### config.mk
export PLATFORM = sky130hd
export DESIGN_NAME = simple16_word_decoder_flat
export DESIGN_NICKNAME = d
export VERILOG_FILES = /design/src/s16wd_pkg.sv /design/src/s16wd_in_if.sv /design/src/s16wd_out_if.sv /design/src/s16wd_front.sv /design/src/s16wd_queue.sv /design/src/s16wd_back.sv /design/src/simple16_word_decoder.sv /design/src/flat_wrapper.sv
export SDC_FILE = /design/constraint.sdc
export NUM_CORES = 1
export LEC_CHECK = 0
export ABC_AREA = 1
export BUFFER_PORTS_ARGS = -buffer_cell sky130_fd_sc_hd__buf_2
export CAP_MARGIN = 20
export CORE_ASPECT_RATIO = 0.6
export CORE_MARGIN = 4
export CORE_UTILIZATION = 60
export CTS_CLUSTER_DIAMETER = 40
export CTS_CLUSTER_SIZE = 30
export DETAILED_ROUTE_END_ITERATION = 8
export PLACE_DENSITY = 0.79
export SLEW_MARGIN = 20
export SYNTH_ARGS = -nofsm -noshare
export SYNTH_HDL_FRONTEND = slang
export SYNTH_HIERARCHICAL = 1
export SYNTH_SLANG_ARGS = --single-unit
### constraint.sdc
create_clock -name clk -period 8.4 [get_ports clk]
set_clock_uncertainty 0.2 [all_clocks]
set_input_delay 1.26 -clock clk [delete_from_list [all_inputs] [get_ports clk]]
set_output_delay 1.26 -clock clk [all_outputs]
set_load 0.1 [all_outputs]
### src/s16wd_pkg.sv
`timescale 1ns / 1ps
// Shared types, constants and layout functions for the Simple16 word decoder.
// No dependencies.
package s16wd_pkg;

  localparam int SEL_W     = 4;
  localparam int PAYLOAD_W = 28;
  localparam int IDX_W     = 5;

  typedef logic [SEL_W-1:0]     sel_t;
  typedef logic [PAYLOAD_W-1:0] payload_t;
  typedef logic [IDX_W-1:0]     idx_t;

  typedef struct packed {
    sel_t     sel;
    payload_t payload;
    idx_t     last_idx;
    logic     block_end;
  } word_t;

  // Number of fields carried by a word with the given selector, minus one.
  function automatic idx_t field_last_idx(sel_t sel);
    idx_t n;
    unique case (sel)
      4'd0:  n = 5'd27;
      4'd1:  n = 5'd20;
      4'd2:  n = 5'd20;
      4'd3:  n = 5'd20;
      4'd4:  n = 5'd13;
      4'd5:  n = 5'd8;
      4'd6:  n = 5'd7;
      4'd7:  n = 5'd6;
      4'd8:  n = 5'd5;
      4'd9:  n = 5'd5;
      4'd10: n = 5'd4;
      4'd11: n = 5'd4;
      4'd12: n = 5'd3;
      4'd13: n = 5'd2;
      4'd14: n = 5'd1;
      4'd15: n = 5'd0;
    endcase
    return n;
  endfunction

  // Bit width of field number idx, counted from the most significant field.
  function automatic idx_t field_width(sel_t sel, idx_t idx);
    idx_t w;
    unique case (sel)
      4'd0:  w = 5'd1;
      4'd1:  w = (idx < 5'd7) ? 5'd2 : 5'd1;
      4'd2:  w = (idx < 5'd7 || idx >= 5'd14) ? 5'd1 : 5'd2;
      4'd3:  w = (idx < 5'd14) ? 5'd1 : 5'd2;
      4'd4:  w = 5'd2;
      4'd5:  w = (idx == 5'd0) ? 5'd4 : 5'd3;
      4'd6:  w = (idx == 5'd0) ? 5'd3 : ((idx < 5'd5) ? 5'd4 : 5'd3);
      4'd7:  w = 5'd4;
      4'd8:  w = (idx < 5'd4) ? 5'd5 : 5'd4;
      4'd9:  w = (idx < 5'd2) ? 5'd4 : 5'd5;
      4'd10: w = (idx < 5'd3) ? 5'd6 : 5'd5;
      4'd11: w = (idx < 5'd2) ? 5'd5 : 5'd6;
      4'd12: w = 5'd7;
      4'd13: w = (idx == 5'd0) ? 5'd10 : 5'd9;
      4'd14: w = 5'd14;
      4'd15: w = 5'd28;
    endcase
    return w;
  endfunction

endpackage

### src/s16wd_in_if.sv
`timescale 1ns / 1ps
// Input channel of the Simple16 word decoder: one code word per beat.
// No dependencies.
interface s16wd_in_if;
  logic        valid;
  logic        ready;
  logic [31:0] code_word;
  logic        block_end;

  modport source (output valid, output code_word, output block_end, input ready);
  modport sink (input valid, input code_word, input block_end, output ready);
endinterface

### src/s16wd_out_if.sv
`timescale 1ns / 1ps
// Output channel of the Simple16 word decoder: one decoded value per beat.
// No dependencies.
interface s16wd_out_if;
  logic        valid;
  logic        ready;
  logic [27:0] value;
  logic        word_last;
  logic        block_last;

  modport source (output valid, output value, output word_last, output block_last,
                  input ready);
  modport sink (input valid, input value, input word_last, input block_last,
                output ready);
endinterface

### src/s16wd_front.sv
`timescale 1ns / 1ps
// Front stage: accepts code words, splits selector from payload and looks up
// the field count. Depends on s16wd_pkg and s16wd_in_if.
module s16wd_front import s16wd_pkg::*; (
  input  logic       clk,
  input  logic       rst,
  s16wd_in_if.sink   words,
  output logic       push,
  output word_t      push_word,
  input  logic       push_ready
);

  logic held;

  assign words.ready = !held || push_ready;
  assign push        = held;

  always_ff @(posedge clk) begin
    if (rst) begin
      held <= 1'b0;
    end else if (words.valid && words.ready) begin
      held <= 1'b1;
    end else if (push_ready) begin
      held <= 1'b0;
    end
  end

  always_ff @(posedge clk) begin
    if (words.valid && words.ready) begin
      push_word.sel       <= words.code_word[31:28];
      push_word.payload   <= words.code_word[27:0];
      push_word.last_idx  <= field_last_idx(words.code_word[31:28]);
      push_word.block_end <= words.block_end;
    end
  end

endmodule

### src/s16wd_queue.sv
`timescale 1ns / 1ps
// Two-entry queue of classified words between the front and back stages.
// Depends on s16wd_pkg.
module s16wd_queue import s16wd_pkg::*; (
  input  logic  clk,
  input  logic  rst,
  input  logic  push,
  input  word_t push_word,
  output logic  push_ready,
  input  logic  pop,
  output logic  head_valid,
  output word_t head
);

  word_t      entries [2];
  logic       wr_ptr;
  logic       rd_ptr;
  logic [1:0] count;
  logic       do_push;
  logic       do_pop;

  assign push_ready = (count != 2'd2);
  assign head_valid = (count != 2'd0);
  assign head       = entries[rd_ptr];
  assign do_push    = push && push_ready;
  assign do_pop     = pop && head_valid;

  always_ff @(posedge clk) begin
    if (rst) begin
      wr_ptr <= 1'b0;
      rd_ptr <= 1'b0;
      count  <= 2'd0;
    end else begin
      if (do_push) begin
        wr_ptr <= !wr_ptr;
      end
      if (do_pop) begin
        rd_ptr <= !rd_ptr;
      end
      if (do_push && !do_pop) begin
        count <= count + 2'd1;
      end else if (do_pop && !do_push) begin
        count <= count - 2'd1;
      end
    end
  end

  always_ff @(posedge clk) begin
    if (do_push) begin
      entries[wr_ptr] <= push_word;
    end
  end

endmodule

### src/s16wd_back.sv
`timescale 1ns / 1ps
// Back stage: unpacks the current word one field per cycle, unless stalled,
// into the output register. Depends on s16wd_pkg and s16wd_out_if.
module s16wd_back import s16wd_pkg::*; (
  input  logic       clk,
  input  logic       rst,
  input  logic       head_valid,
  input  word_t      head,
  output logic       pop,
  s16wd_out_if.source values
);

  logic     busy;
  word_t    cur;
  idx_t     idx;
  idx_t     width;
  idx_t     shamt;
  payload_t field;
  logic     advance;
  logic     emit;
  logic     emit_last;

  assign width     = field_width(cur.sel, idx);
  assign shamt     = 5'(PAYLOAD_W) - width;
  assign field     = cur.payload >> shamt;
  assign advance   = !values.valid || values.ready;
  assign emit      = busy && advance;
  assign emit_last = emit && (idx == cur.last_idx);
  assign pop       = head_valid && (!busy || emit_last);

  always_ff @(posedge clk) begin
    if (rst) begin
      busy         <= 1'b0;
      values.valid <= 1'b0;
    end else begin
      if (advance) begin
        values.valid <= busy;
      end
      if (pop) begin
        busy <= 1'b1;
      end else if (emit_last) begin
        busy <= 1'b0;
      end
    end
  end

  always_ff @(posedge clk) begin
    if (pop) begin
      cur <= head;
      idx <= '0;
    end else if (emit) begin
      cur.payload <= cur.payload << width;
      idx         <= idx + 5'd1;
    end
    if (emit) begin
      values.value      <= field;
      values.word_last  <= (idx == cur.last_idx);
      values.block_last <= (idx == cur.last_idx) && cur.block_end;
    end
  end

endmodule

### src/simple16_word_decoder.sv
`timescale 1ns / 1ps
// Simple16 word decoder: top level joining front stage, queue and back stage.
// Depends on s16wd_pkg, the channel interfaces and the s16wd_* stages.
//
// Usage:
//   words carries one 32-bit Simple16 code word per beat, with block_end set
//   on the last word of a compressed block. values carries one decoded field
//   per beat, most significant field first, zero-extended to 28 bits;
//   word_last marks the final field of each word and block_last the final
//   field of a word that came with block_end.
//   An accepted word passes the front register, queue and back-stage word
//   register to reach the output register. The back stage sends one value per
//   cycle while the receiver is ready; a word gives 1 to 28 values. Words are
//   taken back to back while the two-entry queue and front register have room.
//   When the receiver stalls, the output register holds its beat, the back
//   stage waits, and the queue and front register fill before words.ready
//   falls. Synchronous reset empties every stage; no clearing pass is needed.
module simple16_word_decoder import s16wd_pkg::*; (
  input  logic        clk,
  input  logic        rst,
  s16wd_in_if.sink    words,
  s16wd_out_if.source values
);

  logic  push;
  word_t push_word;
  logic  push_ready;
  logic  pop;
  logic  head_valid;
  word_t head;

  s16wd_front u_front (
    .clk        (clk),
    .rst        (rst),
    .words      (words),
    .push       (push),
    .push_word  (push_word),
    .push_ready (push_ready)
  );

  s16wd_queue u_queue (
    .clk        (clk),
    .rst        (rst),
    .push       (push),
    .push_word  (push_word),
    .push_ready (push_ready),
    .pop        (pop),
    .head_valid (head_valid),
    .head       (head)
  );

  s16wd_back u_back (
    .clk        (clk),
    .rst        (rst),
    .head_valid (head_valid),
    .head       (head),
    .pop        (pop),
    .values     (values)
  );

endmodule

### src/flat_wrapper.sv
// flat-port wrapper written by rule: the top's interface ports become plain ports
module simple16_word_decoder_flat import s16wd_pkg::*;
  (clk, rst, words_valid, words_code_word, words_block_end, words_ready, values_valid, values_value, values_word_last, values_block_last, values_ready);
  s16wd_in_if words_i ();
  s16wd_out_if values_i ();
  input  logic clk;
  input  logic rst;
  input wire logic [$bits(words_i.valid)-1:0] words_valid;
  input wire logic [$bits(words_i.code_word)-1:0] words_code_word;
  input wire logic [$bits(words_i.block_end)-1:0] words_block_end;
  output wire logic [$bits(words_i.ready)-1:0] words_ready;
  output wire logic [$bits(values_i.valid)-1:0] values_valid;
  output wire logic [$bits(values_i.value)-1:0] values_value;
  output wire logic [$bits(values_i.word_last)-1:0] values_word_last;
  output wire logic [$bits(values_i.block_last)-1:0] values_block_last;
  input wire logic [$bits(values_i.ready)-1:0] values_ready;
  assign words_i.valid = words_valid;
  assign words_i.code_word = words_code_word;
  assign words_i.block_end = words_block_end;
  assign words_ready = words_i.ready;
  assign values_valid = values_i.valid;
  assign values_value = values_i.value;
  assign values_word_last = values_i.word_last;
  assign values_block_last = values_i.block_last;
  assign values_i.ready = values_ready;
  simple16_word_decoder u_core (.clk(clk), .rst(rst), .words(words_i), .values(values_i));
endmodule
==> results.tsv, run 1 <==
stage	metric	value	unit
outcome	status	finished, final reports clean	
logic_synthesis	leading area contributor after synthesis	edfxtp_1	
route	WL final	24.55	mm
clock_tree	Resized cells post-CTS	0	
logic_synthesis	synthesized flop and latch total	195	
floorplan	Die Area	18660	um2
sta	Final min period	5.175	ns
worst_hold_path	HP Class	register to register	
sta	Final setup viols	0	
setup_path	Crit. End Element	register	
setup_path	worst reg-to-reg path cell count	18	
setup_path	r2r setup slk	3.22	ns
route	Top Metal Used	met4	
sta	final worst-path cycle share	0.6161	
cells_and_area	register area	5727	um2
clock_tree	Num CTS Buffers	17	
job	max capacitance violation total	0	
setup_path	worst flop-to-flop path endpoint	u_core/u_back/values.value[5]	
global_route	GRT Total Usage	0.2678	
logic_synthesis	Synth cell types	39	
floorplan	# IOs	69	
placed_design	I/O Buffers	68	
placed_design	DPL Wire Length	17.35	mm
floorplan	Rows	36	
route	antenna viol nets, final	0	
cells_and_area	ant diodes	0	
clock_tree	H-tree Lvls	4	
logic_synthesis	Synth area leaders	edfxtp_1 (55%), nand3_1 (15%), nand2_1 (8.3%), mux2_4 (3.0%), dfxtp_1 (2.6%)	
logic_synthesis	Post-synth EDFFs	182	
floorplan	die height	107.4	um
logic_synthesis	Synth Net Count	1050	
cells_and_area	fin nets	1100	
sta	Final Hold Fails	0	
clock_tree	clock transition at the registers of the reported paths	0.07	ns
route	met3 routed WL	3.284	mm
cells_and_area	# fillers	1238	
clock_tree	CTS max path bufs	2	
worst_hold_path	critical hold path startpoint	u_core/u_front/push_word[6]	
sta	unrepaired setup endpoints after global routing	no	
global_route	largest net degree at the start of global routing	46	
route	WL/cell	19.23	um
route	Pre-antenna DRT Iters	5	
placed_design	RePlAce Congestion	1.050	
route	residual DRC count	0	
sta	f_max	0.1932	GHz
global_route	vias in the first global route	7007	
setup_path	CP max-delay cell	inv_2	
worst_hold_path	Worst Hold End	u_core/u_queue/entries[1][6]	
clock_tree	Skew-Pair Late Insertion Delay	0.44	ns
cells_and_area	area growth from synthesis to layout	10.38	%
logic_synthesis	ys flop type	edfxtp_1	
cells_and_area	share of cells above drive strength 1	0.1610	
global_route	Remaining Overflow, GRT	0	
setup_path	Setup Crit Path Kind	register to register	
clock_tree	setup bufs post-CTS	0	
setup_path	worst-path cell chain	inv_1 > ha_1 > nand3_2 > nand3_2 > nand2_1 > nand3_1 > nor2_4 > nand2_2 > inv_2 > ha_1 > inv_1 > nand2_2 > nand2_1 > inv_2 > nand3_1 > nand3_1 > nand2_1 > o21ai_0	
logic_synthesis	Mapped Area	9883	um2
global_route	initial antenna violation count	0	
global_route	first-pass GRT wire length	38.30	mm
logic_synthesis	Seq/Total Area, Yosys	0.5793	
clock_tree	CTS Sinks	195	
floorplan	Initial Util	0.6112	
logic_synthesis	syn avg cell area	9.805	um2
logic_synthesis	fraction of registers with async set/reset	0	
logic_synthesis	synth warn	6	
setup_path	Setup crit start kind	register	
logic_synthesis	Cells after Synth	1008	
sta	Slew headroom	0.3145	
logic_synthesis	Yosys top cell area share	0.5530	
setup_path	CP max stage delay	0.67	ns
cells_and_area	fin util	0.6746	
clock_tree	CTS Hold Bufs	0	
route	met2 wire length	9.989	mm
sta	Slew Viols, Final	0	
floorplan	core area	16170	um2
route	initial DRC count	1088	
route	routed vias	7873	
setup_path	Top delay family on crit path	simple AND/OR/NAND/NOR gates	
cells_and_area	area of the multi-input gates	3731	um2
route	via/cell ratio	6.165	
sta	Tightest Pin Transition	1.026	ns
setup_path	crit path DAT	5.25	ns
floorplan	die width	173.7	um
route	WL met1	10.97	mm
setup_path	worst path bufs/invs	4	
setup_path	worst r2r src	u_core/u_back/idx[0]	
setup_path	WP data required	8.48	ns
worst_hold_path	WHS Path Cells	0	
clock_tree	CTS root buf	clkbuf_16	
setup_path	crit path max fanout	33	
clock_tree	CTS tree	done	
sta	Final TNS setup	0	ns
-- logic make-up after synthesis --
group,share of synthesized area
compound gates,0.03127
xor+xnor,0.006203
fa+ha+maj,0.006330
buf+inv,0.04621
flops,0.5793
mux,0.05089
simple gates,0.2798
-- sequential cells by signal (all words and copies together), names as in the netlist, named ones only --
register / cells
u_core/u_back/values.valid: 1
u_core/u_queue/entries: 76
u_core/u_back/busy: 1
u_core/u_queue/count: 2
u_core/u_back/cur: 38
u_core/u_queue/rd_ptr: 1
u_core/u_front/push_word: 38
u_core/u_back/values.word_last: 1
u_core/u_back/idx: 5
u_core/u_front/push: 1
u_core/u_queue/wr_ptr: 1
u_core/u_back/values.block_last: 1
u_core/u_back/values.value: 28
-- area by class of cell --
class	count	share of cell area
Sequential cell	195	0.5249
Tap cell	209	0.02397
Multi-Input combinational cell	715	0.3420
Clock inverter	12	0.01158
Clock buffer	17	0.03900
Timing Repair Buffer	79	0.04106
Inverter	50	0.01743
-- layer usage --
| metal | track usage | up-vias |
|---|---|---|
| met5 | 0 | - |
| met3 | 0.09512 | 35 |
| li1 | - | 3684 |
| met2 | 0.3730 | 449 |
| met1 | 0.4036 | 3705 |
| met4 | 0.05985 | 0 |
-- stage by stage --
step | setup slack [ns] | instance area, um2 | cells | hold WS (ns)
6_report | 3.225 | 10910 | 1277 | 0.2447
5_1_grt | 2.889 | 10910 | 1277 | 0.2579
4_1_cts | 3.385 | 10860 | 1274 | 0.2445
3_5_place_dp | 3.386 | 10310 | 1245 | 0.2290
3_3_place_gp | 3.499 | 10310 | 1245 | 0.2225
2_1_floorplan | 4.587 | 9883 | 1008 | 0.2215
-- worst reg2reg max path, cell delays in order (launching register included) --
cell     delay [ns]
dfxtp_1        0.45
inv_1          0.13
ha_1           0.22
nand3_2        0.11
nand3_2        0.11
nand2_1        0.10
nand3_1        0.11
nor2_4         0.53
nand2_2        0.58
inv_2          0.22
ha_1           0.23
inv_1          0.07
nand2_2        0.08
nand2_1        0.59
inv_2          0.68
nand3_1        0.18
nand3_1        0.20
nand2_1        0.07
o21ai_0        0.16
-- cells in the mapped netlist, types with 2 or more instances --
cell type,n
ha_1,5
inv_1,41
buf_6,5
buf_1,3
buf_4,6
a21oi_1,18
edfxtp_1,182
o21ai_0,26
inv_2,7
nand2_2,3
dfxtp_1,13
nand2_1,219
xnor2_1,2
o21ai_1,4
nand3_1,305
nand3_2,2
clkbuf_1,13
nor2_1,60
mux2_4,20
mux2_2,18
nor2_4,4
nand4_1,7
or2_2,2
xor2_1,5
buf_2,21
nor3_1,4
-- how the worst max path moves through the flow --
stage | startpoint | cells after the start | endpoint | slack, ns
floorplan | words_valid | 2 | u_core/u_front/push_word[0] | 4.59
detailed placement | u_core/u_back/idx[0] | 18 | u_core/u_back/values.value[2] | 3.39
finish | u_core/u_back/idx[0] | 18 | u_core/u_back/values.value[5] | 3.22
global route | u_core/u_back/idx[0] | 18 | u_core/u_back/values.value[2] | 2.89
global placement | u_core/u_back/idx[1] | 17 | u_core/u_back/values.value[0] | 3.50
CTS | u_core/u_back/idx[0] | 18 | u_core/u_back/values.value[2] | 3.39
-- layout by cell type, fill, tap and decap left out, drive strengths merged, types with 3 or more instances in the layout --
master,n
xor2,5
o21ai,31
a21oi,18
or2,3
dfxtp,13
inv,54
nand3,307
nand4,7
nand2,222
clkbuf,17
clkinv,6
ha,5
nor2,65
edfxtp,182
nor3,4
buf,79
mux2,38
Power of run 1 is left out: the tool's default activity adds up to more than one toggle a clock period on the data nets, which glitch-free logic cannot reach.
==> run 2, diff against run 1 <==
--- a/config.mk
+++ b/config.mk
@@ -10,11 +10,11 @@
 export CAP_MARGIN = 20
 export CORE_ASPECT_RATIO = 0.6
 export CORE_MARGIN = 4
-export CORE_UTILIZATION = 60
+export CORE_UTILIZATION = 55
 export CTS_CLUSTER_DIAMETER = 40
 export CTS_CLUSTER_SIZE = 30
 export DETAILED_ROUTE_END_ITERATION = 8
-export PLACE_DENSITY = 0.79
+export PLACE_DENSITY = 0.77
 export SLEW_MARGIN = 20
 export SYNTH_ARGS = -nofsm -noshare
 export SYNTH_HDL_FRONTEND = slang
==> constraint.sdc (replaced) <==
create_clock -name clk -period 4.7 [get_ports clk]
set_clock_uncertainty 0.2 [all_clocks]
set_input_delay 0.705 -clock clk [delete_from_list [all_inputs] [get_ports clk]]
set_output_delay 0.705 -clock clk [all_outputs]
set_load 0.1 [all_outputs]
==> results.tsv, run 2 (synthesis results as in run 1) <==
stage	metric	value	unit	change
clock_tree	Resized cells post-CTS	0		unchanged
clock_tree	Num CTS Buffers	17		unchanged
placed_design	I/O Buffers	68		unchanged
clock_tree	H-tree Lvls	4		unchanged
setup_path	WP data required	4.68	ns	was 8.48 ns
setup_path	worst path bufs/invs	4		unchanged
sta	Slew Viols, Final	0		unchanged
sta	Final min period	3.491	ns	was 5.175 ns
setup_path	Setup crit start kind	register		unchanged
floorplan	Die Area	20250	um2	was 18660 um2
setup_path	crit path DAT	3.47	ns	was 5.25 ns
placed_design	DPL Wire Length	17.04	mm	was 17.35 mm
sta	Final setup viols	0		unchanged
clock_tree	clock transition at the registers of the reported paths	0.08	ns	was 0.07 ns
clock_tree	setup bufs post-CTS	0		unchanged
global_route	busiest grt layer	met1		unchanged
setup_path	CP max-delay cell	dfxtp_1		was inv_2
setup_path	crit path max fanout	28		was 33
sta	Slew headroom	0.3388		was 0.3145
cells_and_area	max reg flops	76		unchanged
clock_tree	CTS tree	done		unchanged
floorplan	die height	111.8	um	was 107.4 um
sta	unrepaired setup endpoints after global routing	no		unchanged
clock_tree	CTS Hold Bufs	0		unchanged
global_route	vias in the first global route	6958		was 7007
global_route	Remaining Overflow, GRT	0		unchanged
sta	Tightest Pin Transition	0.9907	ns	was 1.026 ns
floorplan	core area	17360	um2	was 16170 um2
cells_and_area	most frequent cells in the layout	nand3_1 (305), nand2_1 (219), edfxtp_1 (182), buf_2 (68), nor2_1 (58)		unchanged
cells_and_area	Largest regs	u_core/u_queue/entries (76), u_core/u_back/cur (38), u_core/u_front/push_word (38)		unchanged
floorplan	die width	181.1	um	was 173.7 um
route	initial DRC count	1217		was 1088
clock_tree	Skew-Pair Late Insertion Delay	0.44	ns	about the same
placed_design	RePlAce Congestion	0.9759		was 1.050
cells_and_area	commonest non-fill, non-tap cell in the layout	nand3_1		unchanged
cells_and_area	area growth from synthesis to layout	11.77	%	was 10.38%
floorplan	# IOs	69		unchanged
sta	Final Hold Fails	0		unchanged
global_route	first-pass GRT wire length	38.22	mm	was 38.30 mm
sta	final worst-path cycle share	0.7427		was 0.6161
global_route	GRT met1 Usage	0.3840		was 0.4036
sta	f_max	0.2865	GHz	was 0.1932 GHz
job	max capacitance violation total	0		unchanged
route	Pre-antenna DRT Iters	7		was 5
route	WL final	23.90	mm	was 24.55 mm
route	via/cell ratio	5.957		was 6.165
clock_tree	CTS root buf	clkbuf_16		unchanged
cells_and_area	fin nets	1109		was 1100
cells_and_area	share of cells above drive strength 1	0.1704		was 0.1610
global_route	largest net degree at the start of global routing	39		was 46
global_route	initial antenna violation count	0		unchanged
global_route	grt met3 use	0.05093		was 0.09512
worst_hold_path	HP Class	primary input to register		was register to register
setup_path	CP most frequent cell	nand3_1		
setup_path	worst-path cell chain	inv_2 > ha_1 > nand3_2 > nand3_1 > nand3_1 > nor2_4 > buf_4 > nand2_2 > inv_2 > ha_1 > inv_2 > nand3_1 > nand3_1 > nand2_1 > o21ai_0 > nor2_1		was inv_1 > ha_1 > nand3_2 > nand3_2 > nand2_1 > nand3_1 > nor2_4 > nand2_2 > inv_2 > ha_1 > inv_1 > nand2_2 > nand2_1 > inv_2 > nand3_1 > nand3_1 > nand2_1 > o21ai_0
clock_tree	CTS Sinks	195		unchanged
floorplan	Rows	37		was 36
setup_path	Setup Crit Path Kind	register to register		unchanged
outcome	status	finished, final reports clean		unchanged
clock_tree	CTS max path bufs	2		unchanged
sta	Final TNS setup	0	ns	unchanged
global_route	met2 Use GR	0.3266		was 0.3730
route	WL/cell	18.17	um	was 19.23 um
route	residual DRC count	0		unchanged
route	antenna viol nets, final	0		unchanged
route	routed vias	7834		was 7873
global_route	GRT Total Usage	0.2375		was 0.2678
setup_path	Crit. End Element	register		unchanged
setup_path	CP max stage delay	0.51	ns	was 0.67 ns
floorplan	Initial Util	0.5693		was 0.6112
setup_path	Top delay family on crit path	simple AND/OR/NAND/NOR gates		unchanged
cells_and_area	Top reg by flops	u_core/u_queue/entries		unchanged
-- run 2: area by class of cell --
type,count,area [um2]
timing repair buffer,88,515.5
sequential,195,5727
multi-input combinational,715,3731
clock buffer,17,425.4
tap,234,292.8
antenna,1,2.502
inverter,50,190.2
clock inverter,15,162.7
fill,1440,6314
-- run 2: worst reg2reg max path: stages, from the launching register on --
cell and delay (ns):
dfxtp_1 0.51, inv_2 0.08, ha_1 0.21, nand3_2 0.12
nand3_1 0.08, nand3_1 0.14, nor2_4 0.05, buf_4 0.23
nand2_2 0.12, inv_2 0.05, ha_1 0.31, inv_2 0.38
nand3_1 0.18, nand3_1 0.14, nand2_1 0.09, o21ai_0 0.28
nor2_1 0.08
-- run 2: path summary, 6_finish.rpt --
kind / to / from / depth (start not counted) / slack (ns)
setup / recovery: u_core/u_back/values.value[13] / u_core/u_back/idx[1] / 16 / 1.21
hold / removal: u_core/u_front/push_word[21] / words_code_word[15] / 1 / 0.23
setup reg to reg: u_core/u_back/values.value[13] / u_core/u_back/idx[1] / 16 / 1.21
hold reg to reg: u_core/u_queue/entries[1][25] / u_core/u_front/push_word[25] / 0 / 0.25
-- run 2: per-layer routing --
metal  routed length (um)  part of all wire
met1                11060              0.46
met2                10030              0.42
met3                 2571              0.11
met4                  240             0.010
met5                    0                 0
-- run 2: through the flow --
stage	cell area [um2]	utilization	hold slack [ns]	setup slack, ns	std cells
after global placement	10420	0.6000	0.2218	1.404	1280
after CTS	11000	0.6339	0.2225	1.321	1312
final	11050	0.6363	0.2287	1.209	1315
after global routing	11040	0.6362	0.2234	0.9924	1314
after floorplan	9883	-	0.2215	1.288	1008
after detailed placement	10420	0.6000	0.2306	1.345	1280
Power of run 2 is left out for the same reason.
